$ cat src/hw/rtl/plrl_pkg.sv
// Shared types, constants and codes of the rate-limited position loop.
package plrl_pkg;

    // Field formats
    localparam int POS_W       = 32;
    localparam int SPD_FRAC    = 16;
    localparam int SPD_W       = 8 + SPD_FRAC;
    localparam int GAIN_W      = 24;
    localparam int GAIN_FRAC   = 24;
    localparam int COEFF_W     = 17;
    localparam int SMOOTH_FRAC = 16;
    localparam int MAXSPD_W    = 7;
    localparam int MAXACC_W    = 23;
    localparam int BAND_W      = 16;
    localparam int REGIME_W    = 2;
    localparam int CFG_IDX_W   = 3;
    localparam int CFG_VAL_W   = 24;

    // Datapath widths
    localparam int MAG_W         = POS_W;
    localparam int HALF_W        = MAG_W / 2;
    localparam int PROD_SHIFT    = GAIN_FRAC - SPD_FRAC;
    localparam int PROD_CAP_EXP  = 40;
    localparam int PROD_W        = MAG_W + GAIN_W;
    localparam int TERM_W        = PROD_CAP_EXP + 2;
    localparam int RAW_W         = TERM_W + 1;
    localparam int MUL_A_W       = ((COEFF_W > MAG_W - HALF_W) ? COEFF_W : MAG_W - HALF_W) + 1;
    localparam int MUL_B_W       = ((GAIN_W > SPD_W) ? GAIN_W : SPD_W) + 1;
    localparam int MUL_P_W       = MUL_A_W + MUL_B_W;
    localparam int FILT_W        = MUL_P_W + 1;

    localparam logic [PROD_W-1:0] PROD_CAP =
        {{(PROD_W-PROD_CAP_EXP-1){1'b0}}, 1'b1, {PROD_CAP_EXP{1'b0}}};
    localparam logic [COEFF_W-1:0] COEFF_ONE =
        {{(COEFF_W-SMOOTH_FRAC-1){1'b0}}, 1'b1, {SMOOTH_FRAC{1'b0}}};
    localparam logic signed [SPD_W-1:0] SPD_MAX = {1'b0, {(SPD_W-1){1'b1}}};
    localparam logic signed [SPD_W-1:0] SPD_MIN = {1'b1, {(SPD_W-1){1'b0}}};

    typedef enum logic [REGIME_W-1:0] {
        REGIME_FAR  = 2'd0,
        REGIME_NEAR = 2'd1,
        REGIME_DEAD = 2'd2
    } plrl_regime_t;

    typedef enum logic [CFG_IDX_W-1:0] {
        REG_KP_GAIN      = 3'd0,
        REG_KI_GAIN      = 3'd1,
        REG_KD_GAIN      = 3'd2,
        REG_SPEED_CAP    = 3'd3,
        REG_MAX_ACC      = 3'd4,
        REG_SMOOTH_COEFF = 3'd5,
        REG_FAR_BAND     = 3'd6,
        REG_NEAR_BAND    = 3'd7
    } plrl_reg_idx_t;

    typedef struct packed {
        logic signed [POS_W-1:0] measured_position;
        logic signed [POS_W-1:0] target_position;
    } plrl_sample_t;

    typedef struct packed {
        logic signed [SPD_W-1:0] speed_command;
        logic [REGIME_W-1:0]     regime;
        logic                    accel_limited;
        logic                    speed_limited;
    } plrl_command_t;

    typedef struct packed {
        logic [CFG_IDX_W-1:0] index;
        logic [CFG_VAL_W-1:0] value;
    } plrl_cfg_wr_t;

    typedef struct packed {
        logic [GAIN_W-1:0]   kp_gain;
        logic [GAIN_W-1:0]   ki_gain;
        logic [GAIN_W-1:0]   kd_gain;
        logic [MAXSPD_W-1:0] speed_cap;
        logic [MAXACC_W-1:0] max_acc;
        logic [COEFF_W-1:0]  smooth_coeff;
        logic [BAND_W-1:0]   far_band;
        logic [BAND_W-1:0]   near_band;
    } plrl_cfg_t;

    localparam plrl_cfg_t CFG_RESET = '{
        kp_gain:      24'd53687,
        ki_gain:      24'd218,
        kd_gain:      24'd252,
        speed_cap:    7'd21,
        max_acc:      23'd48497,
        smooth_coeff: 17'd42992,
        far_band:     16'd300,
        near_band:    16'd10
    };

    typedef enum logic [3:0] {
        ST_IDLE,
        ST_ERR,
        ST_BAND,
        ST_MUL_LO,
        ST_MUL_HI,
        ST_MUL_ACC,
        ST_TERM_ADD,
        ST_FILT_A,
        ST_FILT_B,
        ST_FILT_SUM,
        ST_ACCEL,
        ST_CLAMP
    } plrl_state_t;

    typedef enum logic [1:0] {
        MSEL_MAG_LO,
        MSEL_MAG_HI,
        MSEL_FILT_NEW,
        MSEL_FILT_OLD
    } plrl_mul_sel_t;

    typedef struct packed {
        logic          idle;
        logic          calc_err;
        logic          calc_band;
        logic          mul_en;
        plrl_mul_sel_t mul_sel;
        logic          term_b;
        logic          prod_load;
        logic          prod_acc;
        logic          term_add;
        logic          filt_load;
        logic          filt_acc;
        logic          accel;
        logic          finish;
    } plrl_ctl_t;

    typedef struct packed {
        logic in_fire;
        logic dead;
        logic out_free;
    } plrl_stat_t;

endpackage

$ cat src/hw/rtl/plrl_cfg_regs.sv
// Configuration register file with decode of the write index.
module plrl_cfg_regs (
    input  logic                 clk,
    input  logic                 rst_n,
    input  logic                 wr_en,
    input  plrl_pkg::plrl_cfg_wr_t wr,
    output plrl_pkg::plrl_cfg_t  cfg
);
    import plrl_pkg::*;

    plrl_cfg_t cfg_reg;
    plrl_cfg_t cfg_next;

    always_comb
    begin
        cfg_next = cfg_reg;
        if (wr_en)
        begin
            unique case (plrl_reg_idx_t'(wr.index))
                REG_KP_GAIN:      cfg_next.kp_gain      = wr.value[GAIN_W-1:0];
                REG_KI_GAIN:      cfg_next.ki_gain      = wr.value[GAIN_W-1:0];
                REG_KD_GAIN:      cfg_next.kd_gain      = wr.value[GAIN_W-1:0];
                REG_SPEED_CAP:    cfg_next.speed_cap    = wr.value[MAXSPD_W-1:0];
                REG_MAX_ACC:      cfg_next.max_acc      = wr.value[MAXACC_W-1:0];
                REG_SMOOTH_COEFF: cfg_next.smooth_coeff = wr.value[COEFF_W-1:0];
                REG_FAR_BAND:     cfg_next.far_band     = wr.value[BAND_W-1:0];
                REG_NEAR_BAND:    cfg_next.near_band    = wr.value[BAND_W-1:0];
                default:          cfg_next = cfg_reg;
            endcase
        end
    end

    always_ff @(posedge clk or negedge rst_n)
    begin
        if (!rst_n)
        begin
            cfg_reg <= CFG_RESET;
        end
        else
        begin
            cfg_reg <= cfg_next;
        end
    end

    assign cfg = cfg_reg;
endmodule

$ cat config.mk
export PLATFORM = sky130hd
export DESIGN_NAME = plrl_cfg_regs
export DESIGN_NICKNAME = d
export VERILOG_FILES = /design/src/hw/rtl/plrl_pkg.sv /design/src/hw/rtl/plrl_cfg_regs.sv
export SDC_FILE = /design/constraint.sdc
export NUM_CORES = 1
export LEC_CHECK = 0
export ABC_AREA = 1
export BUFFER_PORTS_ARGS = -buffer_cell sky130_fd_sc_hd__buf_2
export CAP_MARGIN = 20
export CORE_MARGIN = 2
export CORE_UTILIZATION = 51
export DETAILED_ROUTE_END_ITERATION = 6
export GPL_TIMING_DRIVEN = 0
export PLACE_DENSITY = 0.79
export SYNTH_ARGS = -nofsm -noshare
export SYNTH_HDL_FRONTEND = slang
export SYNTH_SLANG_ARGS = --single-unit
$ cat constraint.sdc
create_clock -name clk -period 0.8 [get_ports clk]
set_input_delay 0.08 -clock clk [delete_from_list [all_inputs] [get_ports clk]]
set_output_delay 0.08 -clock clk [all_outputs]
set_load 0.05 [all_outputs]
==> flow_summary.toml, run 1 <==
[worst_setup_path]
path_delay_family = "flip-flops"
crit_required_ps = 720
max_stage_delay_ps = 580
cp-startpoint = "cfg[110]$_DFFE_PN1P_"
critPathCaptureType = "output pin"
cp_num_buf_inv = 1
cp_max_fo = 2
critPathSlowestCell = "dfstp_2"
crit_chain = "buf_8"
start_kind = "register"
reg2reg_slack_ps = -100
cp.arrival_ps = 1160
crit_type = "reg2out"
worstReg2RegStart = "cfg[112]$_DFFE_PN0P_"

[synth]
syn-cell-area_um2 = 5970
synth_area_leader_cell = "dfrtp_1"
seq_area_frac_synth_pct = 64.4
ys_top_cells_by_area = "dfrtp_1 43%, nand2_1 23%, dfstp_2 22%"
synth_top_cell_area_share_pct = 42.8
synth_warnings = 0
ys_seq_elements = 151
syn_inst = 671
synth_cell_type_count = 13
synth.avg_cell_area_um2 = 8.89
synth_nets = 701

[route]
ant_nets = 0
met2_length_um = 11600
drt_iter0_markers = 579
routed.top_layer = "met4"
vias = 6145
via_per_inst = 5.68
drc_errors = 0
drt-met1-wl_um = 7960
wire_per_inst_um = 21.5
first_pass_iters = 6
route.met3.wl_um = 2030
routed_wl_um = 23200

[power]
p_leak_nw = 4.95
powerDensity_nw_per_um2 = 3280
vdd_drop_max_mv = 2.35

[cts]
cts_buffer_depth = 2
cts_sinks = 151
cts-root-buf = "clkbuf_16"
clkTransAtPathRegs_ps = 60
postCtsHoldBufs = 21
htreeDepth = 4
cts_tree = "built"
clk_latency_ps = 420
cts-buffers-inserted = 17

[place]
post-dp-hpwl_um = 12000
dpl.cell_count = 988
io_buffers = 173
place_congestion = 0.829

[grt]
grt_start_max_net_pins = 83
grt_usage_pct = 33.4
antenna_found_initial = 0
grt_pass1_vias = 5999
grt_first_pass_wirelength_um = 32100
grt_overflow = 0

[sta]
setup_viol = 175
slew_headroom_pct = 56.4
max_freq_mhz = 808
min_period_ps = 1240
fin_crit_sh_pct = 155
fin_worst_skew_ps = 0
tns_ps = -48160
finalWorstSetupSlack_ps = -438
worst_slew_pin_slew_ps = 654
hold_viol_final = 52
rsz0062_at_grt = "true"
whs_ps = -349
slew_viol_final = 0

[cells_and_area]
fin_cells = 1081
final_cell_mix = "337 x nand2_1, 110 x buf_6, 101 x dfrtp_2, 95 x nand3_1, 58 x buf_8"
fillers = 540
n_antenna_cell = 0
finalNetCount = 955
syn_to_final_growth_pct = 63.9
largest_reg_flops = 151
drive_above_1_share_pct = 50.5
multi_input_area_um2 = 2090
regArea_um2 = 3970
final_common_cell = "nand2_1"

[outcome]
violations = "hold timing, setup timing"
status = "finished, violations left"

[die]
core_um2 = 11400
chipHeight_um = 112
dieArea_um2 = 12600
initial_core_util_pct = 52.2
rows = 39
die_x_um = 112
io_pins = 181

[min_path]
hold_class = "in2async"

[job]
drv_cap = 0
routing by layer:
layer | up-vias | global-route usage, %
li1 | 2604 | -
met1 | 2987 | 39.0
met2 | 432 | 55.2
met3 | 122 | 9.02
met4 | 0 | 20.2
met5 | - | 0
synth_stat cells:
| master | count |
|---|---|
| nand2_1 | 370 |
| dfrtp_1 | 102 |
| nand3_1 | 95 |
| dfstp_2 | 49 |
| buf_2 | 26 |
| clkbuf_2 | 7 |
| clkbuf_1 | 6 |
| inv_1 | 5 |
| nor2_1 | 5 |
| nor2_2 | 3 |
| buf_4 | 1 |
| clkinv_1 | 1 |
| nand2_2 | 1 |
final timing paths:
check | to | cells past startpoint
setup / recovery | cfg[110] | 1
hold / removal | cfg[75]$_DFFE_PN0P_ | 1
setup reg to reg | cfg[112]$_DFFE_PN0P_ | 4
hold reg to reg | cfg[83]$_DFFE_PN1P_ | 2
max in group asynchronous | cfg[134]$_DFFE_PN1P_ | 2
min in group clk | cfg[18]$_DFFE_PN1P_ | 3
power by group:
group / leakage, nW / switching [mW] / internal (mW)
Sequential: 1.67 / 1.37 / 9.62
Combinational: 2.97 / 7.81 / 4.48
Clock: 0.308 / 3.18 / 5.60
metrics by stage:
step | utilization (%) | area, µm² | setup slack, ps | total power [mW]
global route | 85.6 | 9780 | -454 | 32.9
global placement | 63.1 | 7210 | -2560 | 19.1
detailed placement | 63.4 | 7240 | -457 | 19.4
CTS | 81.9 | 9350 | -419 | 30.9
finish | 85.6 | 9780 | -438 | 32.1
floorplan | - | 6160 | -60.6 | 17.0
layout make-up:
class | count | share of cell area, %
well taps | 143 | 1.83
repair buffers | 236 | 27.0
multi-input cells | 474 | 21.3
plain buffers | 39 | 2.56
clock buffers | 22 | 4.65
flip-flops and latches | 151 | 40.6
inverters | 6 | 0.282
clock inverters | 10 | 1.82
logic make-up after synthesis:
| family | synth area share [%] |
|---|---|
| buffers and inverters | 3.65 |
| flip-flops | 64.4 |
| AND/OR/NAND/NOR | 32.0 |
what timing repair did:
item	CTS	global route
setup buffers	15	28
resized for setup	359	81
endpoints found under the hold margin	126	52
setup endpoints to repair	155	237
pin swaps	0	15
Power figures use the tool's default switching activity.
==> inputs of run 2 (changes only) <==
- CORE_ASPECT_RATIO: default -> 1.1
- CORE_UTILIZATION: 51 -> 45
- PLACE_DENSITY: 0.79 -> 0.71
- SLEW_MARGIN: default -> 20
==> flow_summary.toml, run 2 (same netlist as run 1, synthesis figures left out) <==
[sta]
whs_ps = -320
max_freq_mhz = 827
fin_worst_skew_ps = 0
finalWorstSetupSlack_ps = -409
rsz0062_at_grt = "true"
min_period_ps = 1210
slew_viol_final = 0
setup_viol = 154
slew_headroom_pct = 55.3
hold_viol_final = 63
fin_crit_sh_pct = 151
tns_ps = -46740
worst_slew_pin_slew_ps = 670

[cts]
postCtsHoldBufs = 22
htreeDepth = 4
clk_latency_ps = 420
cts-root-buf = "clkbuf_16"
cts-buffers-inserted = 17
clkTransAtPathRegs_ps = 60
cts_tree = "built"
cts_sinks = 151
cts_buffer_depth = 2

[power]
p_int_mw = 18.2
vdd_drop_max_mv = 1.55
combPwrFrac_pct = 38.1
p_clk_share_pct = 26.0
powerDensity_nw_per_um2 = 3200
p_leak_nw = 4.76
pwr-share-seq_pct = 35.9
switchingPower_mw = 12.0
switching_share_pct = 39.7

[worst_setup_path]
critPathCaptureType = "output pin"
crit_required_ps = 720
crit_type = "reg2out"
worstSetupEndpoint = "cfg[134]"
cp_num_cells = 1
worstReg2RegStart = "cfg[129]$_DFFE_PN1P_"
r2r_end = "cfg[129]$_DFFE_PN1P_"
cp.arrival_ps = 1130
max_stage_delay_ps = 560
start_kind = "register"
cp_max_fo = 2
cp_num_buf_inv = 1
cp-startpoint = "cfg[134]$_DFFE_PN1P_"
critPathSlowestCell = "dfstp_2"
crit_chain = "buf_8"
r2r_cells = 3
reg2reg_slack_ps = -10
path_delay_family = "flip-flops"

[route]
first_pass_iters = 5
ant_nets = 0
vias = 5542
wire_per_inst_um = 17.9
drt_iter0_markers = 348
via_per_inst = 5.14
drc_errors = 0
routed_wl_um = 19300

[die]
core_um2 = 13100
die_x_um = 114
io_pins = 181
chipHeight_um = 125
rows = 44
initial_core_util_pct = 45.5
dieArea_um2 = 14200

[job]
drv_cap = 0

[grt]
grt_first_pass_wirelength_um = 30400
antenna_found_initial = 0
grt_pass1_vias = 5699
grt_overflow = 0
grt_usage_pct = 27.9
grt_start_max_net_pins = 92

[cells_and_area]
drive_above_1_share_pct = 46.9
fin_cells = 1079
largest_reg_flops = 151
final_common_cell = "nand2_1"
syn_to_final_growth_pct = 58.1
post-route-util_pct = 72.0
final_cell_mix = "361 x nand2_1, 102 x buf_6, 101 x dfrtp_2, 95 x nand3_1, 54 x buf_8"
finalNetCount = 935
n_antenna_cell = 0

[place]
place_congestion = 0.851
dpl.cell_count = 1006
io_buffers = 173
post-dp-hpwl_um = 11900
dp_slack_ps = -419

[outcome]
violations = "hold timing, setup timing"
status = "finished, violations left"

[min_path]
hold_class = "in2async"
[run 2: cell count changes in the layout (fill, tap and decap cells not counted), moves of 5 or more]
cell,before,now
nand2_1,337,361
nand2_4,10,4
clkinv_4,1,7
buf_6,110,102
buf_2,29,34
nand2_2,24,6
buf_4,36,25
[run 2: how the worst min path moves through the flow]
stage,cells after the start,endpoint,start,slack (ps)
final,1,cfg[63]$_DFFE_PN0P_,rst_n,-320
after global routing,1,cfg[63]$_DFFE_PN0P_,rst_n,-280
after CTS,1,cfg[63]$_DFFE_PN0P_,rst_n,-310
after detailed placement,1,cfg[67]$_DFFE_PN0P_,rst_n,150
after global placement,3,cfg[102]$_DFFE_PN0P_,wr[23],370
after floorplan,0,cfg[0]$_DFFE_PN0P_,rst_n,-220
[run 2: worst register-to-register path: cells and delay by family (launching register included)]
kind,cells,cell delay [ps]
buffers and inverters,1,100
flip-flops,1,560
AND/OR/NAND/NOR,2,100
[run 2: power groups by stage]
stage / Combinational, mW / Clock (mW) / Sequential [mW]
finish: 11.5 / 7.84 / 10.8
global route: 12.0 / 8.29 / 11.0
floorplan: 1.36 / 0 / 15.7
global placement: 8.78 / 0 / 10.4
CTS: 11.2 / 7.89 / 10.8
detailed placement: 8.91 / 0 / 10.4
[run 2: final cells by class]
class	instances	area (µm²)
Tap cell	161	201
Buffer	40	245
Sequential cell	151	3970
Inverter	6	27.5
Clock inverter	12	120
Fill cell	935	3670
Timing Repair Buffer	215	2420
Clock buffer	20	457
Multi-Input combinational cell	474	1990
[run 2: routing by layer]
layer	wire length (µm)	GRT usage [%]
met2	9960	46.4
met1	7600	34.6
met4	641	12.1
met3	1090	6.52
met5	0	0
[run 2: what timing repair did]
item / 4_1_cts / 5_1_grt
buffers inserted: 4 / 15
pin swaps: 0 / 5
hold endpoints to repair: 150 / 63
resized for setup: 348 / 42
endpoints found under the setup margin: 151 / 219
[run 2: per-stage QoR]
step / cell area, µm² / power (mW)
after floorplan: 6160 / 17.0
after global placement: 7230 / 19.2
after detailed placement: 7270 / 19.3
after CTS: 9210 / 29.8
after global routing: 9430 / 31.3
final: 9430 / 30.2
