[config.mk]
export PLATFORM = sky130hd
export DESIGN_NAME = plrl_ctrl
export DESIGN_NICKNAME = d
export VERILOG_FILES = /design/src/hw/rtl/plrl_pkg.sv /design/src/hw/rtl/plrl_ctrl.sv
export SDC_FILE = /design/constraint.sdc
export NUM_CORES = 1
export LEC_CHECK = 0
export ABC_CLOCK_PERIOD_IN_PS = 1500
export BUFFER_PORTS_ARGS = -buffer_cell sky130_fd_sc_hd__buf_2
export CAP_MARGIN = 0
export CORE_AREA = 2 2 39 41
export DETAILED_ROUTE_END_ITERATION = 8
export DIE_AREA = 0 0 41 43
export MAX_ROUTING_LAYER = met4
export PLACE_DENSITY = 0.6
export SLEW_MARGIN = 10
export SYNTH_ARGS = -nofsm -noshare
export SYNTH_HDL_FRONTEND = slang
export SYNTH_SLANG_ARGS = --single-unit
[constraint.sdc]
create_clock -name clk -period 1.5 [get_ports clk]
set_clock_uncertainty 0.15 [all_clocks]
set_input_delay 0.15 -clock clk [delete_from_list [all_inputs] [get_ports clk]]
set_output_delay 0.15 -clock clk [all_outputs]
set_load 0.01 [all_outputs]
[src/hw/rtl/plrl_pkg.sv]
// Shared types, constants and codes of the rate-limited position loop.
package plrl_pkg;

    // Field formats
    localparam int POS_W       = 32;
    localparam int SPD_FRAC    = 16;
    localparam int SPD_W       = 8 + SPD_FRAC;
    localparam int GAIN_W      = 24;
    localparam int GAIN_FRAC   = 24;
    localparam int COEFF_W     = 17;
    localparam int SMOOTH_FRAC = 16;
    localparam int MAXSPD_W    = 7;
    localparam int MAXACC_W    = 23;
    localparam int BAND_W      = 16;
    localparam int REGIME_W    = 2;
    localparam int CFG_IDX_W   = 3;
    localparam int CFG_VAL_W   = 24;

    // Datapath widths
    localparam int MAG_W         = POS_W;
    localparam int HALF_W        = MAG_W / 2;
    localparam int PROD_SHIFT    = GAIN_FRAC - SPD_FRAC;
    localparam int PROD_CAP_EXP  = 40;
    localparam int PROD_W        = MAG_W + GAIN_W;
    localparam int TERM_W        = PROD_CAP_EXP + 2;
    localparam int RAW_W         = TERM_W + 1;
    localparam int MUL_A_W       = ((COEFF_W > MAG_W - HALF_W) ? COEFF_W : MAG_W - HALF_W) + 1;
    localparam int MUL_B_W       = ((GAIN_W > SPD_W) ? GAIN_W : SPD_W) + 1;
    localparam int MUL_P_W       = MUL_A_W + MUL_B_W;
    localparam int FILT_W        = MUL_P_W + 1;

    localparam logic [PROD_W-1:0] PROD_CAP =
        {{(PROD_W-PROD_CAP_EXP-1){1'b0}}, 1'b1, {PROD_CAP_EXP{1'b0}}};
    localparam logic [COEFF_W-1:0] COEFF_ONE =
        {{(COEFF_W-SMOOTH_FRAC-1){1'b0}}, 1'b1, {SMOOTH_FRAC{1'b0}}};
    localparam logic signed [SPD_W-1:0] SPD_MAX = {1'b0, {(SPD_W-1){1'b1}}};
    localparam logic signed [SPD_W-1:0] SPD_MIN = {1'b1, {(SPD_W-1){1'b0}}};

    typedef enum logic [REGIME_W-1:0] {
        REGIME_FAR  = 2'd0,
        REGIME_NEAR = 2'd1,
        REGIME_DEAD = 2'd2
    } plrl_regime_t;

    typedef enum logic [CFG_IDX_W-1:0] {
        REG_KP_GAIN      = 3'd0,
        REG_KI_GAIN      = 3'd1,
        REG_KD_GAIN      = 3'd2,
        REG_SPEED_CAP    = 3'd3,
        REG_MAX_ACC      = 3'd4,
        REG_SMOOTH_COEFF = 3'd5,
        REG_FAR_BAND     = 3'd6,
        REG_NEAR_BAND    = 3'd7
    } plrl_reg_idx_t;

    typedef struct packed {
        logic signed [POS_W-1:0] measured_position;
        logic signed [POS_W-1:0] target_position;
    } plrl_sample_t;

    typedef struct packed {
        logic signed [SPD_W-1:0] speed_command;
        logic [REGIME_W-1:0]     regime;
        logic                    accel_limited;
        logic                    speed_limited;
    } plrl_command_t;

    typedef struct packed {
        logic [CFG_IDX_W-1:0] index;
        logic [CFG_VAL_W-1:0] value;
    } plrl_cfg_wr_t;

    typedef struct packed {
        logic [GAIN_W-1:0]   kp_gain;
        logic [GAIN_W-1:0]   ki_gain;
        logic [GAIN_W-1:0]   kd_gain;
        logic [MAXSPD_W-1:0] speed_cap;
        logic [MAXACC_W-1:0] max_acc;
        logic [COEFF_W-1:0]  smooth_coeff;
        logic [BAND_W-1:0]   far_band;
        logic [BAND_W-1:0]   near_band;
    } plrl_cfg_t;

    localparam plrl_cfg_t CFG_RESET = '{
        kp_gain:      24'd53687,
        ki_gain:      24'd218,
        kd_gain:      24'd252,
        speed_cap:    7'd21,
        max_acc:      23'd48497,
        smooth_coeff: 17'd42992,
        far_band:     16'd300,
        near_band:    16'd10
    };

    typedef enum logic [3:0] {
        ST_IDLE,
        ST_ERR,
        ST_BAND,
        ST_MUL_LO,
        ST_MUL_HI,
        ST_MUL_ACC,
        ST_TERM_ADD,
        ST_FILT_A,
        ST_FILT_B,
        ST_FILT_SUM,
        ST_ACCEL,
        ST_CLAMP
    } plrl_state_t;

    typedef enum logic [1:0] {
        MSEL_MAG_LO,
        MSEL_MAG_HI,
        MSEL_FILT_NEW,
        MSEL_FILT_OLD
    } plrl_mul_sel_t;

    typedef struct packed {
        logic          idle;
        logic          calc_err;
        logic          calc_band;
        logic          mul_en;
        plrl_mul_sel_t mul_sel;
        logic          term_b;
        logic          prod_load;
        logic          prod_acc;
        logic          term_add;
        logic          filt_load;
        logic          filt_acc;
        logic          accel;
        logic          finish;
    } plrl_ctl_t;

    typedef struct packed {
        logic in_fire;
        logic dead;
        logic out_free;
    } plrl_stat_t;

endpackage

[src/hw/rtl/plrl_ctrl.sv]
// Sequencer that steps one control tick through the shared multiplier.
module plrl_ctrl (
    input  logic                 clk,
    input  logic                 rst_n,
    input  plrl_pkg::plrl_stat_t stat,
    output plrl_pkg::plrl_ctl_t  ctl
);
    import plrl_pkg::*;

    plrl_state_t state_reg;
    plrl_state_t state_next;
    logic        term_reg;
    logic        term_next;

    always_comb
    begin
        state_next = state_reg;
        term_next  = term_reg;
        unique case (state_reg)
            ST_IDLE:
            begin
                if (stat.in_fire)
                begin
                    state_next = ST_ERR;
                end
            end
            ST_ERR:      state_next = ST_BAND;
            ST_BAND:
            begin
                term_next  = 1'b0;
                state_next = stat.dead ? ST_FILT_A : ST_MUL_LO;
            end
            ST_MUL_LO:   state_next = ST_MUL_HI;
            ST_MUL_HI:   state_next = ST_MUL_ACC;
            ST_MUL_ACC:  state_next = ST_TERM_ADD;
            ST_TERM_ADD:
            begin
                term_next  = 1'b1;
                state_next = term_reg ? ST_FILT_A : ST_MUL_LO;
            end
            ST_FILT_A:   state_next = ST_FILT_B;
            ST_FILT_B:   state_next = ST_FILT_SUM;
            ST_FILT_SUM: state_next = ST_ACCEL;
            ST_ACCEL:    state_next = ST_CLAMP;
            ST_CLAMP:
            begin
                // hold until the output register is free
                if (stat.out_free)
                begin
                    state_next = ST_IDLE;
                end
            end
            default:     state_next = ST_IDLE;
        endcase
    end

    always_comb
    begin
        ctl = '0;
        ctl.mul_sel = MSEL_MAG_LO;
        ctl.term_b  = term_reg;
        unique case (state_reg)
            ST_IDLE:     ctl.idle = 1'b1;
            ST_ERR:      ctl.calc_err = 1'b1;
            ST_BAND:     ctl.calc_band = 1'b1;
            ST_MUL_LO:
            begin
                ctl.mul_en  = 1'b1;
                ctl.mul_sel = MSEL_MAG_LO;
            end
            ST_MUL_HI:
            begin
                ctl.mul_en    = 1'b1;
                ctl.mul_sel   = MSEL_MAG_HI;
                ctl.prod_load = 1'b1;
            end
            ST_MUL_ACC:  ctl.prod_acc = 1'b1;
            ST_TERM_ADD: ctl.term_add = 1'b1;
            ST_FILT_A:
            begin
                ctl.mul_en  = 1'b1;
                ctl.mul_sel = MSEL_FILT_NEW;
            end
            ST_FILT_B:
            begin
                ctl.mul_en    = 1'b1;
                ctl.mul_sel   = MSEL_FILT_OLD;
                ctl.filt_load = 1'b1;
            end
            ST_FILT_SUM: ctl.filt_acc = 1'b1;
            ST_ACCEL:    ctl.accel = 1'b1;
            ST_CLAMP:    ctl.finish = stat.out_free;
            default:     ctl.idle = 1'b0;
        endcase
    end

    always_ff @(posedge clk or negedge rst_n)
    begin
        if (!rst_n)
        begin
            state_reg <= ST_IDLE;
            term_reg  <= 1'b0;
        end
        else
        begin
            state_reg <= state_next;
            term_reg  <= term_next;
        end
    end
endmodule

==> results of run 1 <==
per-layer routing:
layer,vias to the layer above,global-route usage,part of all wire
met5,-,-,0
met3,0,0.0314,0.046
li1,232,-,-
met1,209,0.180,0.44
met4,0,0.0800,0
met2,13,0.216,0.51
worst register-to-register path, cell delays in order (launching register included):
cell and delay (ns):
dfrtp_2 0.43, buf_4 0.15, or3_1 0.36, a21oi_1 0.15, a211oi_1 0.07
layout by cell type (no fill, tap or decap):
master         count
dfrtp_1            4
dfrtp_2            1
buf_6              6
nand2b_4           1
buf_4              8
dlygate4sd3_1      1
nand2b_1           1
nand3_1            1
inv_1              2
clkbuf_4           3
o21a_1             1
nor3_1             2
nor2_2             4
nand2_1            4
nor2_1             6
a311oi_1           1
clkbuf_1           1
buf_2             18
or2b_1             1
o21ai_0            2
a211oi_1           1
o22ai_2            1
nand2_2            1
or3_1              2
nor3_2             1
a21oi_1            4
or2b_4             1
o22ai_1            1
or2_4              1
per-stage QoR:
stage                     cell area (µm²)  total power [mW]  setup slack [ns]  utilization  instances
after floorplan                       372             0.764            0.0419            -         50
after global placement                500              1.02            0.0559        0.362         86
after detailed placement              500              1.02            0.0258        0.362         86
after CTS                             617              1.33            -0.162        0.446         95
after global routing                  634              1.50            -0.236        0.458         97
final                                 634              1.37            -0.176        0.458         97
kinds of logic (layout without fill, tap and decap cells):
logic type,count (synthesis),in the layout,share of synthesized area
compound gates,11,11,0.178
flops,5,5,0.337
simple gates,26,26,0.354
buf+inv,8,39,0.131
timing repair:
| action | 4_1_cts | 5_1_grt |
|---|---|---|
| hold endpoints to repair | 5 | 0 |
| endpoints found under the setup margin | 12 | 13 |
| pin swaps | 6 | 1 |
| gates resized for setup | 13 | 1 |
| hold buffers | 1 | 0 |
| buffers inserted | 4 | 2 |
layout make-up:
cell class	count	area [µm²]	area share
well taps	16	20.0	0.0316
repair buffers	33	228	0.359
flip-flops and latches	5	126	0.199
multi-input cells	37	226	0.357
clock buffers	4	26.3	0.0414
inverters	2	7.51	0.0118
report_power, final:
| part | internal (mW) | switching (mW) |
|---|---|---|
| clock | 0.100 | 0.0489 |
| sequential | 0.203 | 0.0557 |
| combinational | 0.478 | 0.486 |
path summary, 6_finish.rpt:
check                      slack (ns)      endpoint         start  cells after the start
setup / recovery                -0.18        ctl[9]  state_reg[2]                      4
hold / removal                   0.12      term_reg         rst_n                      2
setup reg to reg                 0.07  state_reg[0]  state_reg[2]                      4
hold reg to reg                  0.41      term_reg      term_reg                      2
max in group asynchronous        0.94  state_reg[2]         rst_n                      2
min in group clk                 0.13  state_reg[1]       stat[0]                      4
==> key figures, run 1 <==
Clock tree
  – H-tree levels: 1
  – Skew-Pair Late Insertion Delay: 0.24 ns
  – Longest Clk Path Bufs: 2
  – TritonCTS clock tree: yes
  – Clock root buffer: clkbuf_4
  – Clk slew on worst S/H paths: 0.04 ns
  – Num CTS Buffers: 3
  – CTS sink count: 5

Timing
  – RSZ-0062 raised after global routing: true
  – Sum of negative setup slack: -1.00 ns
  – Hold Fails Final Rpt: 0
  – Hold_ws: 0.120 ns
  – Max-slew violations: 0
  – Max-slew headroom: 0.811
  – Final worst-path cycle share: 1.12
  – Fmax: 0.597 GHz
  – Setup violators final: 11
  – Setup slack after layout: -0.176 ns
  – Tightest Pin Transition: 0.282 ns
  – Final Critical Period: 1.68 ns

Logic synthesis
  – Post-synthesis sequential area ratio: 0.337
  – Count leader, synth: nor2_1
  – Post-synth EDFFs: 0
  – Mean Syn Cell Area: 7.43 µm²
  – YS warnings: 0
  – Post-Syn Nets: 55
  – Synth Instances: 50
  – #FFs+latches synth: 5
  – Unique masters post-synth: 20
  – Top area cells in the synthesized netlist: dfrtp_1 (34%), buf_4 (10%), nor2_1 (8.1%)
  – Synth Cell Area: 372 µm²
  – Area fraction of the dominant cell type after synthesis: 0.337
  – Synth top cells by count: nor2_1 (8), buf_4 (5), dfrtp_1 (5), nand2_1 (5), a21oi_1 (4)
  – Post-synth ARST share: 1.00
  – Synth Flop Type: dfrtp_1
  – Synth area leader: dfrtp_1

Flow run
  – Max cap viols: 0

Die
  – Core ar.: 0.00138 mm²
  – DIE HEIGHT: 43 µm
  – I/O pin cnt: 19
  – Die X-Extent: 41 µm
  – Die Area: 0.00176 mm²
  – # rows: 14
  – Starting Density: 0.269

Worst setup path
  – Crit path max fanout: 4
  – Critical path buffers and inverters: 2
  – Critical path class: flip-flop to output pin
  – Worst EP arrival: 1.38 ns
  – Max stage delay on crit path: 0.43 ns
  – Startpoint Class: flip-flop
  – Worst path cell trace: or2b_4 -> buf_6 -> o22ai_2 -> buf_2
  – Crit. End Element: output pin
  – CP max stage cell: dfrtp_2
  – Critical Path RT: 1.20 ns
  – Crit-path leading delay family: flip-flops

Placement
  – Post-DP HPWL: 749 µm
  – Buffers added on ports: 18
  – GPL Wtd Cong: 0.767

Global route
  – Initial antenna violation count: 0
  – Gr ovfl total: 0
  – First-pass GRT wire length: 1660 µm
  – Number of global-route vias before repair: 389
  – Largest net degree at the start of global routing: 9
  – Total GRT Usage: 0.147

Status
  – Failing checks: setup timing
  – Status: finished, violations left

Hold path
  – Worst hold path class: primary input to asynchronous set/reset pin

Route
  – Total number of vias: 454
  – Drt total wl: 1090 µm
  – Routed Antenna Nets: 0
  – Drt via density: 4.68
  – Drt wl/cell: 11.3 µm
  – # DRC: 0
  – 1st-iter DRT viols: 10
  – DR pass1 iterations: 4

Layout
  – Share of layout cells above drive strength 1: 0.568
  – Fill cells: 145
  – Max reg flops: 4
  – Number of diodes: 0
  – Final net count: 87
  – Area Growth Syn to Fin: 70.7%

Pwr
  – PwrDens: 2160 mW/mm²
  – LEAKAGE: 0.331 nW
  – Worst VDD drop: 1.10 mV
Note: power is estimated with default switching activity, not from simulation.
==> inputs of run 2 (changes only) <==
--- a/config.mk
+++ b/config.mk
@@ -8,9 +8,9 @@
 export ABC_CLOCK_PERIOD_IN_PS = 1500
 export BUFFER_PORTS_ARGS = -buffer_cell sky130_fd_sc_hd__buf_2
 export CAP_MARGIN = 0
-export CORE_AREA = 2 2 39 41
+export CORE_AREA = 5 5 42 44
 export DETAILED_ROUTE_END_ITERATION = 8
-export DIE_AREA = 0 0 41 43
+export DIE_AREA = 0 0 47 49
 export MAX_ROUTING_LAYER = met4
 export PLACE_DENSITY = 0.6
 export SLEW_MARGIN = 10
==> key figures, run 2 (synthesis results as in run 1) <==
Status
  – Failing checks: setup timing
  – Status: finished, violations left

Timing
  – Tightest Pin Transition: 0.214 ns
  – Fmax: 0.599 GHz
  – Setup slack after layout: -0.170 ns
  – Final worst-path cycle share: 1.11
  – RSZ-0062 raised after global routing: true
  – Final Critical Period: 1.67 ns
  – Setup violators final: 12
  – Max-slew headroom: 0.856
  – Sum of negative setup slack: -0.995 ns
  – Hold Fails Final Rpt: 0
  – Max-slew violations: 0

Die
  – Die Area: 0.00230 mm²
  – Starting Density: 0.265
  – # rows: 14
  – I/O pin cnt: 19
  – DIE HEIGHT: 49 µm
  – Die X-Extent: 47 µm
  – Core ar.: 0.00140 mm²

Pwr
  – Sw power: 638 µW
  – Part of the power in the clock network: 0.113
  – Pwr Total: 1.43 mW
  – Worst VDD drop: 0.964 mV
  – Combinational power share: 0.707
  – Internal Power: 796 µW
  – PwrDens: 2210 mW/mm²
  – LEAKAGE: 0.326 nW
  – Sw Ratio: 0.445
  – Part of the power in registers: 0.180

Clock tree
  – TritonCTS clock tree: yes
  – Num CTS Buffers: 3
  – H-tree levels: 1
  – Longest Clk Path Bufs: 2
  – Clk slew on worst S/H paths: 0.05 ns
  – Clock root buffer: clkbuf_4
  – Skew-Pair Late Insertion Delay: 0.25 ns
  – CTS sink count: 5

Layout
  – Share of layout cells above drive strength 1: 0.595
  – Final Util: 0.463
  – Commonest non-fill, non-tap cell in the layout: buf_2
  – Most frequent cells in the layout: buf_2 (16), buf_4 (8), nor2_1 (6), buf_6 (6)
  – Fill cells: 149
  – Final net count: 85
  – Max reg flops: 4
  – Seq. cell area: 126 µm²
  – Number of diodes: 0
  – Multi-input logic area: 249 µm²
  – Area Growth Syn to Fin: 74.4%

Worst setup path
  – Crit path max fanout: 5
  – Crit. End Element: output pin
  – Startpoint Class: flip-flop
  – Critical path class: flip-flop to output pin
  – Worst EP arrival: 1.37 ns
  – Critical Path RT: 1.20 ns

Placement
  – Post-DP HPWL: 864 µm
  – GPL Wtd Cong: 0.787
  – Worst slack, placed: 0.0231 ns
  – Buffers added on ports: 18

Route
  – # DRC: 0
  – Drt total wl: 1190 µm
  – Drt via density: 4.80
  – Total number of vias: 456
  – Drt wl/cell: 12.5 µm
  – 1st-iter DRT viols: 6
  – Routed Antenna Nets: 0
  – DR pass1 iterations: 4

Global route
  – Number of global-route vias before repair: 442
  – First-pass GRT wire length: 1840 µm
  – Largest net degree at the start of global routing: 9
  – Initial antenna violation count: 0
  – Total GRT Usage: 0.112
  – Gr ovfl total: 0

Hold path
  – Worst hold path class: primary input to asynchronous set/reset pin

Flow run
  – Max cap viols: 0
-- run 2: changes by cell type in the layout (fill, tap and decap cells not counted), sizes merged --
| cell | change |
|---|---|
| buf | -2 |
| clkbuf | -1 |
| clkinv | +1 |
-- run 2: path summary, 6_finish.rpt --
kind | startpoint | end | slack (ns) | cells past startpoint
worst max register to register | state_reg[1] | state_reg[0] | 0.06 | 5
worst min register to register | term_reg | term_reg | 0.40 | 2
worst max-delay path | state_reg[0] | ctl[10] | -0.17 | 5
min in group clk | stat[0] | state_reg[1] | 0.11 | 4
max in group asynchronous | rst_n | state_reg[2] | 0.96 | 2
worst min-delay path | rst_n | state_reg[0] | 0.09 | 2
-- run 2: critical path, stage by stage, from the launching register on --
cell and delay, ns:
dfrtp_1 0.40, buf_6 0.14, nand2_4 0.05, nor2_1 0.04
or3_1 0.35, buf_2 0.14
-- run 2: layout make-up --
cell class / count / share of cell area
well taps: 16 / 0.0309
flip-flops and latches: 5 / 0.195
clock inverters: 1 / 0.00772
clock buffers: 3 / 0.0347
repair buffers: 31 / 0.336
multi-input cells: 37 / 0.384
inverters: 2 / 0.0116
-- run 2: power groups by stage --
stage / combinational, mW / sequential (mW) / clock, mW
global route: 1.12 / 0.265 / 0.176
detailed placement: 0.777 / 0.254 / 0
floorplan: 0.529 / 0.235 / 0
CTS: 0.871 / 0.258 / 0.166
finish: 1.01 / 0.258 / 0.161
global placement: 0.767 / 0.245 / 0
-- run 2: stage by stage --
stage	cell area (µm²)	std cells	hold slack, ns
after CTS	574	94	0.0967
after global routing	648	95	0.114
final	648	95	0.0936
after floorplan	372	50	-0.296
after detailed placement	500	86	-0.176
after global placement	500	86	-0.177
-- run 2: per-layer routing --
metal	vias to the layer above	global-route usage	part of all wire
li1	225	-	-
met1	210	0.124	0.40
met2	16	0.161	0.51
met3	5	0.0369	0.060
met4	0	0.0829	0.030
met5	-	-	0
-- run 2: what timing repair did --
item	in CTS	in global routing
buffers inserted	4	1
resized for setup	5	15
endpoints found under the hold margin	5	0
cloned	0	0
setup endpoints to repair	13	14
hold buffers	1	0
pin swaps	4	6
