[src/hw/rtl/plrl_pkg.sv]
// Shared types, constants and codes of the rate-limited position loop.
package plrl_pkg;

    // Field formats
    localparam int POS_W       = 32;
    localparam int SPD_FRAC    = 16;
    localparam int SPD_W       = 8 + SPD_FRAC;
    localparam int GAIN_W      = 24;
    localparam int GAIN_FRAC   = 24;
    localparam int COEFF_W     = 17;
    localparam int SMOOTH_FRAC = 16;
    localparam int MAXSPD_W    = 7;
    localparam int MAXACC_W    = 23;
    localparam int BAND_W      = 16;
    localparam int REGIME_W    = 2;
    localparam int CFG_IDX_W   = 3;
    localparam int CFG_VAL_W   = 24;

    // Datapath widths
    localparam int MAG_W         = POS_W;
    localparam int HALF_W        = MAG_W / 2;
    localparam int PROD_SHIFT    = GAIN_FRAC - SPD_FRAC;
    localparam int PROD_CAP_EXP  = 40;
    localparam int PROD_W        = MAG_W + GAIN_W;
    localparam int TERM_W        = PROD_CAP_EXP + 2;
    localparam int RAW_W         = TERM_W + 1;
    localparam int MUL_A_W       = ((COEFF_W > MAG_W - HALF_W) ? COEFF_W : MAG_W - HALF_W) + 1;
    localparam int MUL_B_W       = ((GAIN_W > SPD_W) ? GAIN_W : SPD_W) + 1;
    localparam int MUL_P_W       = MUL_A_W + MUL_B_W;
    localparam int FILT_W        = MUL_P_W + 1;

    localparam logic [PROD_W-1:0] PROD_CAP =
        {{(PROD_W-PROD_CAP_EXP-1){1'b0}}, 1'b1, {PROD_CAP_EXP{1'b0}}};
    localparam logic [COEFF_W-1:0] COEFF_ONE =
        {{(COEFF_W-SMOOTH_FRAC-1){1'b0}}, 1'b1, {SMOOTH_FRAC{1'b0}}};
    localparam logic signed [SPD_W-1:0] SPD_MAX = {1'b0, {(SPD_W-1){1'b1}}};
    localparam logic signed [SPD_W-1:0] SPD_MIN = {1'b1, {(SPD_W-1){1'b0}}};

    typedef enum logic [REGIME_W-1:0] {
        REGIME_FAR  = 2'd0,
        REGIME_NEAR = 2'd1,
        REGIME_DEAD = 2'd2
    } plrl_regime_t;

    typedef enum logic [CFG_IDX_W-1:0] {
        REG_KP_GAIN      = 3'd0,
        REG_KI_GAIN      = 3'd1,
        REG_KD_GAIN      = 3'd2,
        REG_SPEED_CAP    = 3'd3,
        REG_MAX_ACC      = 3'd4,
        REG_SMOOTH_COEFF = 3'd5,
        REG_FAR_BAND     = 3'd6,
        REG_NEAR_BAND    = 3'd7
    } plrl_reg_idx_t;

    typedef struct packed {
        logic signed [POS_W-1:0] measured_position;
        logic signed [POS_W-1:0] target_position;
    } plrl_sample_t;

    typedef struct packed {
        logic signed [SPD_W-1:0] speed_command;
        logic [REGIME_W-1:0]     regime;
        logic                    accel_limited;
        logic                    speed_limited;
    } plrl_command_t;

    typedef struct packed {
        logic [CFG_IDX_W-1:0] index;
        logic [CFG_VAL_W-1:0] value;
    } plrl_cfg_wr_t;

    typedef struct packed {
        logic [GAIN_W-1:0]   kp_gain;
        logic [GAIN_W-1:0]   ki_gain;
        logic [GAIN_W-1:0]   kd_gain;
        logic [MAXSPD_W-1:0] speed_cap;
        logic [MAXACC_W-1:0] max_acc;
        logic [COEFF_W-1:0]  smooth_coeff;
        logic [BAND_W-1:0]   far_band;
        logic [BAND_W-1:0]   near_band;
    } plrl_cfg_t;

    localparam plrl_cfg_t CFG_RESET = '{
        kp_gain:      24'd53687,
        ki_gain:      24'd218,
        kd_gain:      24'd252,
        speed_cap:    7'd21,
        max_acc:      23'd48497,
        smooth_coeff: 17'd42992,
        far_band:     16'd300,
        near_band:    16'd10
    };

    typedef enum logic [3:0] {
        ST_IDLE,
        ST_ERR,
        ST_BAND,
        ST_MUL_LO,
        ST_MUL_HI,
        ST_MUL_ACC,
        ST_TERM_ADD,
        ST_FILT_A,
        ST_FILT_B,
        ST_FILT_SUM,
        ST_ACCEL,
        ST_CLAMP
    } plrl_state_t;

    typedef enum logic [1:0] {
        MSEL_MAG_LO,
        MSEL_MAG_HI,
        MSEL_FILT_NEW,
        MSEL_FILT_OLD
    } plrl_mul_sel_t;

    typedef struct packed {
        logic          idle;
        logic          calc_err;
        logic          calc_band;
        logic          mul_en;
        plrl_mul_sel_t mul_sel;
        logic          term_b;
        logic          prod_load;
        logic          prod_acc;
        logic          term_add;
        logic          filt_load;
        logic          filt_acc;
        logic          accel;
        logic          finish;
    } plrl_ctl_t;

    typedef struct packed {
        logic in_fire;
        logic dead;
        logic out_free;
    } plrl_stat_t;

endpackage

[src/hw/rtl/plrl_mul.sv]
// Shared signed multiplier with registered product.
module plrl_mul (
    input  logic                                   clk,
    input  logic                                   en,
    input  logic signed [plrl_pkg::MUL_A_W-1:0]    a,
    input  logic signed [plrl_pkg::MUL_B_W-1:0]    b,
    output logic signed [plrl_pkg::MUL_P_W-1:0]    p
);
    import plrl_pkg::*;

    logic signed [MUL_P_W-1:0] p_reg;

    always_ff @(posedge clk)
    begin
        if (en)
        begin
            p_reg <= a * b;
        end
    end

    assign p = p_reg;
endmodule

[config.mk]
export PLATFORM = sky130hd
export DESIGN_NAME = plrl_mul
export DESIGN_NICKNAME = d
export VERILOG_FILES = /design/src/hw/rtl/plrl_pkg.sv /design/src/hw/rtl/plrl_mul.sv
export SDC_FILE = /design/constraint.sdc
export NUM_CORES = 1
export LEC_CHECK = 0
export BUFFER_PORTS_ARGS = -buffer_cell sky130_fd_sc_hd__clkbuf_2
export CAP_MARGIN = 20
export CORE_MARGIN = 2
export CORE_UTILIZATION = 42
export DETAILED_ROUTE_END_ITERATION = 7
export PLACE_DENSITY = 0.62
export SKIP_LAST_GASP = 1
export SYNTH_ARGS = -nofsm -noshare
export SYNTH_HDL_FRONTEND = slang
export SYNTH_SLANG_ARGS = --single-unit
export TNS_END_PERCENT = 1
[constraint.sdc]
create_clock -name clk -period 14.4 [get_ports clk]
set_input_delay 2.88 -clock clk [delete_from_list [all_inputs] [get_ports clk]]
set_output_delay 2.88 -clock clk [all_outputs]
set_load 0.01 [all_outputs]
==> results, run 1 <==
- The final net count is 2480.
- The share of synthesized area in the top cell type comes to 0.510.
- The floorplan has 74 rows.
- The via count of the first global-routing pass came to approximately 13000.
- Yosys mapped the design onto 49 distinct sky130hd cell types.
- The number of pins exceeding their max-slew limit in the final report is 0.
- The first global-routing pass estimated 69900 um of wire.
- The final total negative setup slack is 0 ns.
- Setup repair after global routing left no endpoint under its margin.
- The most frequent cell after synthesis is inv_1.
- The dominant cell type by area after synthesis is fa_1.
- Dividing the detail-routed via count by the number of cells gives 5.05.
- The core region is 0.0407 mm^2.
- The flow ran to the end, and the final reports show no timing, DRC or antenna violations.
- The clock tree synthesis step divided the H-tree into 2 levels.
- Yosys printed 0 warnings.
- The area growth from synthesis to layout is 5.74%.
- The min-delay analysis places its worst path in the category input pin to register.
- The start-to-end type of the worst setup path is input pin to register.
- The primary flip-flop cell chosen by synthesis mapping is edfxtp_1.
- The die covers ~0.043 mm^2.
- Buffers placed on the I/O ports in this run total 87.
- The number of setup buffers added after CTS is 0.
- The routability congestion estimate from global placement is 0.832.
- The mapped netlist covers 0.0173 mm^2.
- Synthesis produced a netlist with a net count of 2456.
- The clock drives 43 sinks.
- The number of flip-flops and latches in the synthesized netlist is 43.
- The floorplan step set the die width to 207 um.
- The register with the most flip-flops in the layout has 43 of them.
- Data on the critical path is required at its endpoint by 14.45 ns.
- Synthesis handed over a netlist of 1863 instances.
- After detailed routing, the number of remaining DRC violations is 0.
- Ranked by total cell area, the synthesized netlist is headed by fa_1 51%, inv_1 11%, ha_1 7.7%, edfxtp_1 7.5%, and2_1 6.0%.
- Once detail routing completed, the nets flagged for antenna violations numbered 0.
- The estimated wirelength of the detail-placed design is about 35000 um.
- The filler cells instantiated in the layout total 3938.
- The number of violations reported at the end of detailed-routing iteration 0 is about 550.
- Of the available clock period, the critical path in the final layout requires 0.668.
- The number of vias after detailed routing is 12211.
- Ranked by instance count, the synthesized netlist is headed by 515 x inv_1, 441 x fa_1, 277 x nand2_1, 167 x and2_1, 107 x ha_1.
- The number of buffers created by CTS is 5.
- In the final routed layout, each cell accounts on average for 17.3 um.
- The data arrival time of the critical path is 9.67 ns.
- The number of antenna diodes is 0.
- The actual slew at the worst max-slew pin is around 1.2 ns.
- The non-filler instance count after layout is ~2400.
- The startpoint kind of the worst setup timing path is an input pin.
- The buffer depth of the longest clock path is 2.
- The post-cts resize count is 0.
- The overall track demand over capacity in global routing is 0.212.
- The number of search-and-repair iterations in the first detailed-routing pass is 5.
- The die is roughly 210 um tall.
- TritonCTS built the clock tree.
- The number of top-level pins is 88.
- In this run the worst path has a maximum fanout of 25.
- The total length of routed wires is 42000 um.
- Counting flops with an async set or reset pin after synthesis yields a share of 0.
- For this run the aggregate overflow at the end of global routing stands at 0.
- The total count of hold-check failures in the final report is 0.
- The number of max-capacitance violations reported is 0.
- The fraction of layout cells with a size suffix above 1 is 0.0551.
- The startpoint of the tightest hold check path is en.
- The time the final worst path needs with I/O delays and setup is 9.63 ns.
- The maximum number of pins on one net before global-route repair is 44.
- Counting tap cells, the placed design contains a total of 2412 instances.
- Static timing analysis puts the maximum clock frequency at between 100 and 150 MHz.
- Tracing the worst setup path back leads to its startpoint at a[3].
- The starting density of the core is 0.425.
- The number of antenna violations at the first check in global routing came to 1.
- The sequential element share of the synthesized area is 0.0746.
- The endpoint class of the critical path is a register.
- The number of enable-type register cells in the synthesized netlist is 43.
- The cell at the root of the clock tree is clkbuf_16.
- The worst pin sits at a relative slew slack of 0.216.
- The count of hold buffers inserted by post-cts repair is 0.
- The count of endpoints failing setup in the final report is 0.
- The mean cell area of the mapped netlist is 9.28 um^2.
- The clock transition at the registers of the reported paths is 0.06 ns.
-- layout make-up --
class                      instances  area [um^2]  area share
tap                              532          666      0.0364
clock buffer                       5          125     0.00684
sequential                        43         1290      0.0706
inverter                         515         1930       0.106
multi-input combinational       1234        13800       0.755
timing repair buffer              88          443      0.0242
clock inverter                     3         25.0     0.00137
-- layer usage --
layer | track usage | wire length (um) | share of wire | vias up
li1 | - | - | - | 5428
met1 | 0.255 | 16300 | 0.39 | 6433
met2 | 0.389 | 22500 | 0.54 | 273
met4 | 0.0735 | 1440 | 0.034 | 2
met5 | 0 | 12 | 0.00029 | -
met3 | 0.0292 | 1780 | 0.042 | 75
-- placed cells by master, fill, tap and decap left out, types with 5 or more instances in the layout --
cell,n
xnor2_1,31
nand3_1,5
inv_1,515
nor2b_1,6
clkbuf_2,87
a21oi_1,31
nor2_1,46
nand2_1,277
a21o_1,11
o21a_1,6
edfxtp_1,43
fa_1,441
ha_1,107
o21bai_1,5
clkbuf_16,5
nand2b_1,11
a211oi_1,7
nor3_1,7
a31oi_1,5
and2_1,167
o21ai_0,22
-- logic make-up (layout without fill, tap and decap cells) --
group / Yosys count / in the layout / share of synthesized area
AND/OR/NAND/NOR: 529 / 529 / 0.144
adder cells (fa/ha/maj): 548 / 548 / 0.588
flip-flops: 43 / 43 / 0.0746
buffers and inverters: 586 / 611 / 0.127
XOR/XNOR: 35 / 35 / 0.0177
AO/OA/AOI/OAI: 122 / 122 / 0.0487
-- critical path, cell delays in order --
cell	delay [ns]
clkbuf_2	0.38
nand2_1	0.24
inv_1	0.10
fa_1	0.71
inv_1	0.15
fa_1	0.48
fa_1	0.52
inv_1	0.06
fa_1	0.49
fa_1	0.50
inv_1	0.05
fa_1	0.47
inv_1	0.04
ha_1	0.39
nand2_1	0.10
nor3_1	0.61
and4_1	0.31
a31o_1	0.33
o31ai_4	0.16
o311ai_1	0.35
and2_1	0.21
a311oi_1	0.09
-- final timing paths --
check | cells past startpoint | endpoint
hold / removal | 2 | p[41]$_DFFE_PP_
setup / recovery | 22 | p[42]$_DFFE_PP_
-- through the flow --
step	hold WS [ns]	cell area [um^2]	worst slack, ns	util
final	3.16	18300	4.77	0.449
after global routing	3.20	18300	4.35	0.449
after CTS	3.18	18300	4.84	0.449
after detailed placement	3.30	18100	4.54	0.445
after global placement	3.30	18100	4.50	0.445
after floorplan	2.99	17300	5.62	-
Power of run 1 is left out: the tool's default activity adds up to more than one toggle a clock period on the data nets, which glitch-free logic cannot reach.
==> run 2, diff against run 1 <==
--- a/config.mk
+++ b/config.mk
@@ -5,6 +5,7 @@
 export SDC_FILE = /design/constraint.sdc
 export NUM_CORES = 1
 export LEC_CHECK = 0
+export ABC_AREA = 1
 export BUFFER_PORTS_ARGS = -buffer_cell sky130_fd_sc_hd__clkbuf_2
 export CAP_MARGIN = 20
 export CORE_MARGIN = 2
==> constraint.sdc (replaced) <==
create_clock -name clk -period 9.9 [get_ports clk]
set_input_delay 1.98 -clock clk [delete_from_list [all_inputs] [get_ports clk]]
set_output_delay 1.98 -clock clk [all_outputs]
set_load 0.01 [all_outputs]
==> results, run 2 <==
- The maximum level of the CTS H-tree is 2 (unchanged).
- The starting density of the core came to 0.425 (about the same).
- The worst slew margin relative to its limit is 0.455 (was 0.216).
- The share of cell area taken by muxes after synthesis is 0 (unchanged).
- The clock transition at the registers of the reported paths is 0.07 ns (was 0.06 ns).
- The number of vias per cell after detailed routing is 4.80 (was 5.05).
- The adder and majority gate portion of the synthesized area came to 0.542 (was 0.588).
- RSZ-0062 raised after global routing: false (unchanged).
- The most frequent standard cell in the layout excluding fill and tap cells is inv_1 (unchanged).
- The startpoint kind of the worst setup timing path is an input pin (unchanged).
- The post-cts resize count is 0 (unchanged).
- The area of the die is 0.0463 mm^2 (was 0.0428 mm^2).
- The average routed wire per standard cell is 16.6 um (was 17.3 um).
- The cell at the root of the clock tree is clkbuf_16 (unchanged).
- The kind of path behind the tightest hold check is input pin to register (unchanged).
- The proportion of synthesized flip-flops having asynchronous set or reset is 0 (unchanged).
- The count of clock tree sinks is 43 (unchanged).
- The number of vias after detailed routing was 14407 (was 12211).
- The area fraction in compound gates after synthesis is 0.0138 (was 0.0487).
- The count of warnings emitted by yosys is 0 (unchanged).
- The number of instances in the synthesized netlist is 2413 (was 1863).
- The overall track demand over capacity in global routing came to 0.227 (was 0.212).
- The synthesized net count is 3006 (was 2456).
- The critical path's most frequent cell is fa_1 (unchanged).
- The primary flip-flop cell chosen by synthesis mapping is edfxtp_1 (unchanged).
- The startpoint of the tightest hold check path is en (unchanged).
- The highest net fanout along the worst path is 25 (unchanged).
- Commonest cells post-synth: 764 x inv_1, 698 x nand2_1, 441 x fa_1, 107 x ha_1, 98 x clkbuf_1 (was 515 x inv_1, 441 x fa_1, 277 x nand2_1, 167 x and2_1, 107 x ha_1).
- The maximum operating frequency is 128 MHz.
- The buffer depth of the longest clock path was 2 (unchanged).
- The unique cell type count in the Yosys netlist is 28 (was 49).
- The actual slew at the worst max-slew pin was 0.817 ns (was 1.16 ns).
- The number of enable-type register cells in the synthesized netlist is 43 (unchanged).
- The maximum cell stage delay along the critical path was 0.79 ns (was 0.71 ns).
- The residual antenna-violating net count after detailed routing was 0 (unchanged).
- Dividing the final minimum period by the clock period gives 0.787.
- The final net count was 2999 (was 2480).
- The mean cell area of the mapped netlist was 7.77 um^2 (was 9.28 um^2).
- The width of the die is 215 um (was 207 um).
- The fraction of synthesized cell area in xor and xnor cells is 0.0107 (was 0.0177).
- The data arrival time of the critical path is 7.85 ns (was 9.67 ns).
- The number of top-level pins is 88 (unchanged).
- The main combinational cell family by area after synthesis is adder cells (unchanged).
- The buffers plus inverters on the worst setup path is 4 (was 6).
- The number of flip-flops and latches in the synthesized netlist was 43 (unchanged).
- The area growth from synthesis to layout came to 5.19% (was 5.74%).
- The top cell family by delay on the critical path is adder cells (unchanged).
- The floorplan die height came to 215 um (was 207 um).
- The number of buffers created by CTS was 5 (unchanged).
- The number of violations reported at the end of detailed-routing iteration 0 came to 825 (was 551).
- The via count of the first global-routing pass was 16316 (was 13447).
- The post-CTS setup buffer count came to 0 (unchanged).
- The routability congestion estimate from global placement is 0.950 (was 0.832).
- The required time at the worst-slack endpoint is 9.95 ns (was 14.45 ns).
- The total length of routed wires is 49700 um (was 42000 um).
- Commonest non-fill, non-tap cells in the layout: 764 x inv_1, 698 x nand2_1, 441 x fa_1 (was 515 x inv_1, 441 x fa_1, 277 x nand2_1).
- Largest cells by area after synthesis: fa_1 47%, inv_1 15%, nand2_1 14%, ha_1 7.1%, edfxtp_1 6.9% (was fa_1 51%, inv_1 11%, ha_1 7.7%, edfxtp_1 7.5%, and2_1 6.0%).
- The time the final worst path needs with I/O delays and setup is 7.80 ns.
- The global-route wire length before repair is 83100 um (was 69900 um).
- The dominant cell type by area after synthesis is fa_1 (unchanged).
- The number of remaining DRC errors is 0 (unchanged).
- The placement row count was 77 (was 74).
- The CTS tree is done (unchanged).
- The worst-path cell with the longest stage delay is fa_1 (unchanged).
- The post-synthesis simple-gate area fraction is 0.189 (was 0.144).
- The total count of hold-check failures in the final report is 0 (unchanged).
- The estimated wirelength of the detail-placed design is 41100 um (was 35300 um).
- The number of max-capacitance violations reported is 0 (unchanged).
- The count of endpoints failing setup in the final report is 0 (unchanged).
- The worst min-delay path endpoint was p[8]$_DFFE_PP_ (was p[41]$_DFFE_PP_).
- The sequential element share of the synthesized area is 0.0689 (was 0.0746).
- The number of search-and-repair iterations in the first detailed-routing pass came to 5 (unchanged).
- The endpoint class of the critical path is a register (unchanged).
- The residual overflow from global routing is 0 (unchanged).
- The cell depth of the worst min-delay path came to 1 (was 2).
- The final total negative setup slack came to 0 ns (unchanged).
- The start-to-end type of the worst setup path is input pin to register (unchanged).
- The maximum number of pins on one net before global-route repair came to 44 (unchanged).
- The cell area after technology mapping came to 0.0187 mm^2 (was 0.0173 mm^2).
- The number of antenna diodes is 0 (unchanged).
- The fraction of layout cells with a size suffix above 1 is 0.0602 (was 0.0551).
- The area of the core is 0.0441 mm^2 (was 0.0407 mm^2).
- The number of pins exceeding their max-slew limit in the final report was 0 (unchanged).
- The most frequent cell after synthesis is inv_1 (unchanged).
- The count of hold buffers inserted by post-cts repair came to 0 (unchanged).
- The fraction of synthesized cell area taken by the top area cell type is 0.471 (was 0.510).
- The number of antenna violations at the first check in global routing is 0 (was 1).
- The total of buffers placed on input and output ports is 87 (unchanged).
- The number of flip-flops under the largest register name is 43 (unchanged).
- Result of the run: completed (unchanged).
- Chain of cells forming the critical path: clkbuf_2, nand2_1, fa_1, inv_1, fa_1, fa_1, fa_1, fa_1, inv_1, fa_1, inv_1, ha_1, nand2_1, nor2_1, nand2_1, nor2_1, nand3_1, nand4_1, nand2_1 (was clkbuf_2, nand2_1, inv_1, fa_1, inv_1, fa_1, fa_1, inv_1, fa_1, fa_1, inv_1, fa_1, inv_1, ha_1, nand2_1, nor3_1, and4_1, a31o_1, o31ai_4, o311ai_1, and2_1, a311oi_1).
## run 2: changes by cell type after synthesis, sizes merged, moves of 28 or more
cell,delta
xnor2,-28
clkbuf,+28
inv,+255
and2,-167
nand2,+433
nor2,+43
nand3,+50
## run 2: final cells by class
class,count,area (um^2)
repair buffers,89,470
inverters,770,2890
flip-flops and latches,43,1290
fillers,4506,24400
multi-input cells,1497,14200
clock buffers,5,125
well taps,592,741
clock inverters,3,23.8
## run 2: cells by family (layout without fill, tap and decap cells)
logic type               after synthesis  after routing
AND/OR/NAND/NOR                      883            883
buffers and inverters                873            867
adder cells (fa/ha/maj)              548            548
AO/OA/AOI/OAI                         43             43
flip-flops                            43             43
XOR/XNOR                              23             23
## run 2: per-layer routing
layer	vias to the layer above	GRT usage	routed length (um)
met2	476	0.416	25000
met4	2	0.0648	1500
met5	-	0.00625	39
li1	6643	-	-
met1	7187	0.279	20000
met3	99	0.0286	3200
## run 2: stage by stage
stage	setup WS (ns)	hold slack [ns]	instance area (um^2)	util	cells
6_report	2.10	2.15	19700	0.447	2999
5_1_grt	1.80	2.18	19700	0.447	2999
4_1_cts	2.10	2.37	19700	0.446	2997
3_5_place_dp	1.80	2.40	19500	0.443	2989
2_1_floorplan	2.56	2.09	18700	-	2413
3_3_place_gp	1.86	2.40	19500	0.443	2989
## run 2: how the worst max path moves through the flow
stage | cells past startpoint | slack, ns | startpoint | end
detailed placement | 19 | 1.80 | a[6] | p[38]$_DFFE_PP_
finish | 19 | 2.10 | a[6] | p[38]$_DFFE_PP_
global route | 19 | 1.80 | a[6] | p[42]$_DFFE_PP_
CTS | 19 | 2.10 | a[6] | p[38]$_DFFE_PP_
global placement | 19 | 1.86 | a[6] | p[38]$_DFFE_PP_
floorplan | 20 | 2.56 | b[24] | p[41]$_DFFE_PP_
Power of run 2 is left out for the same reason.
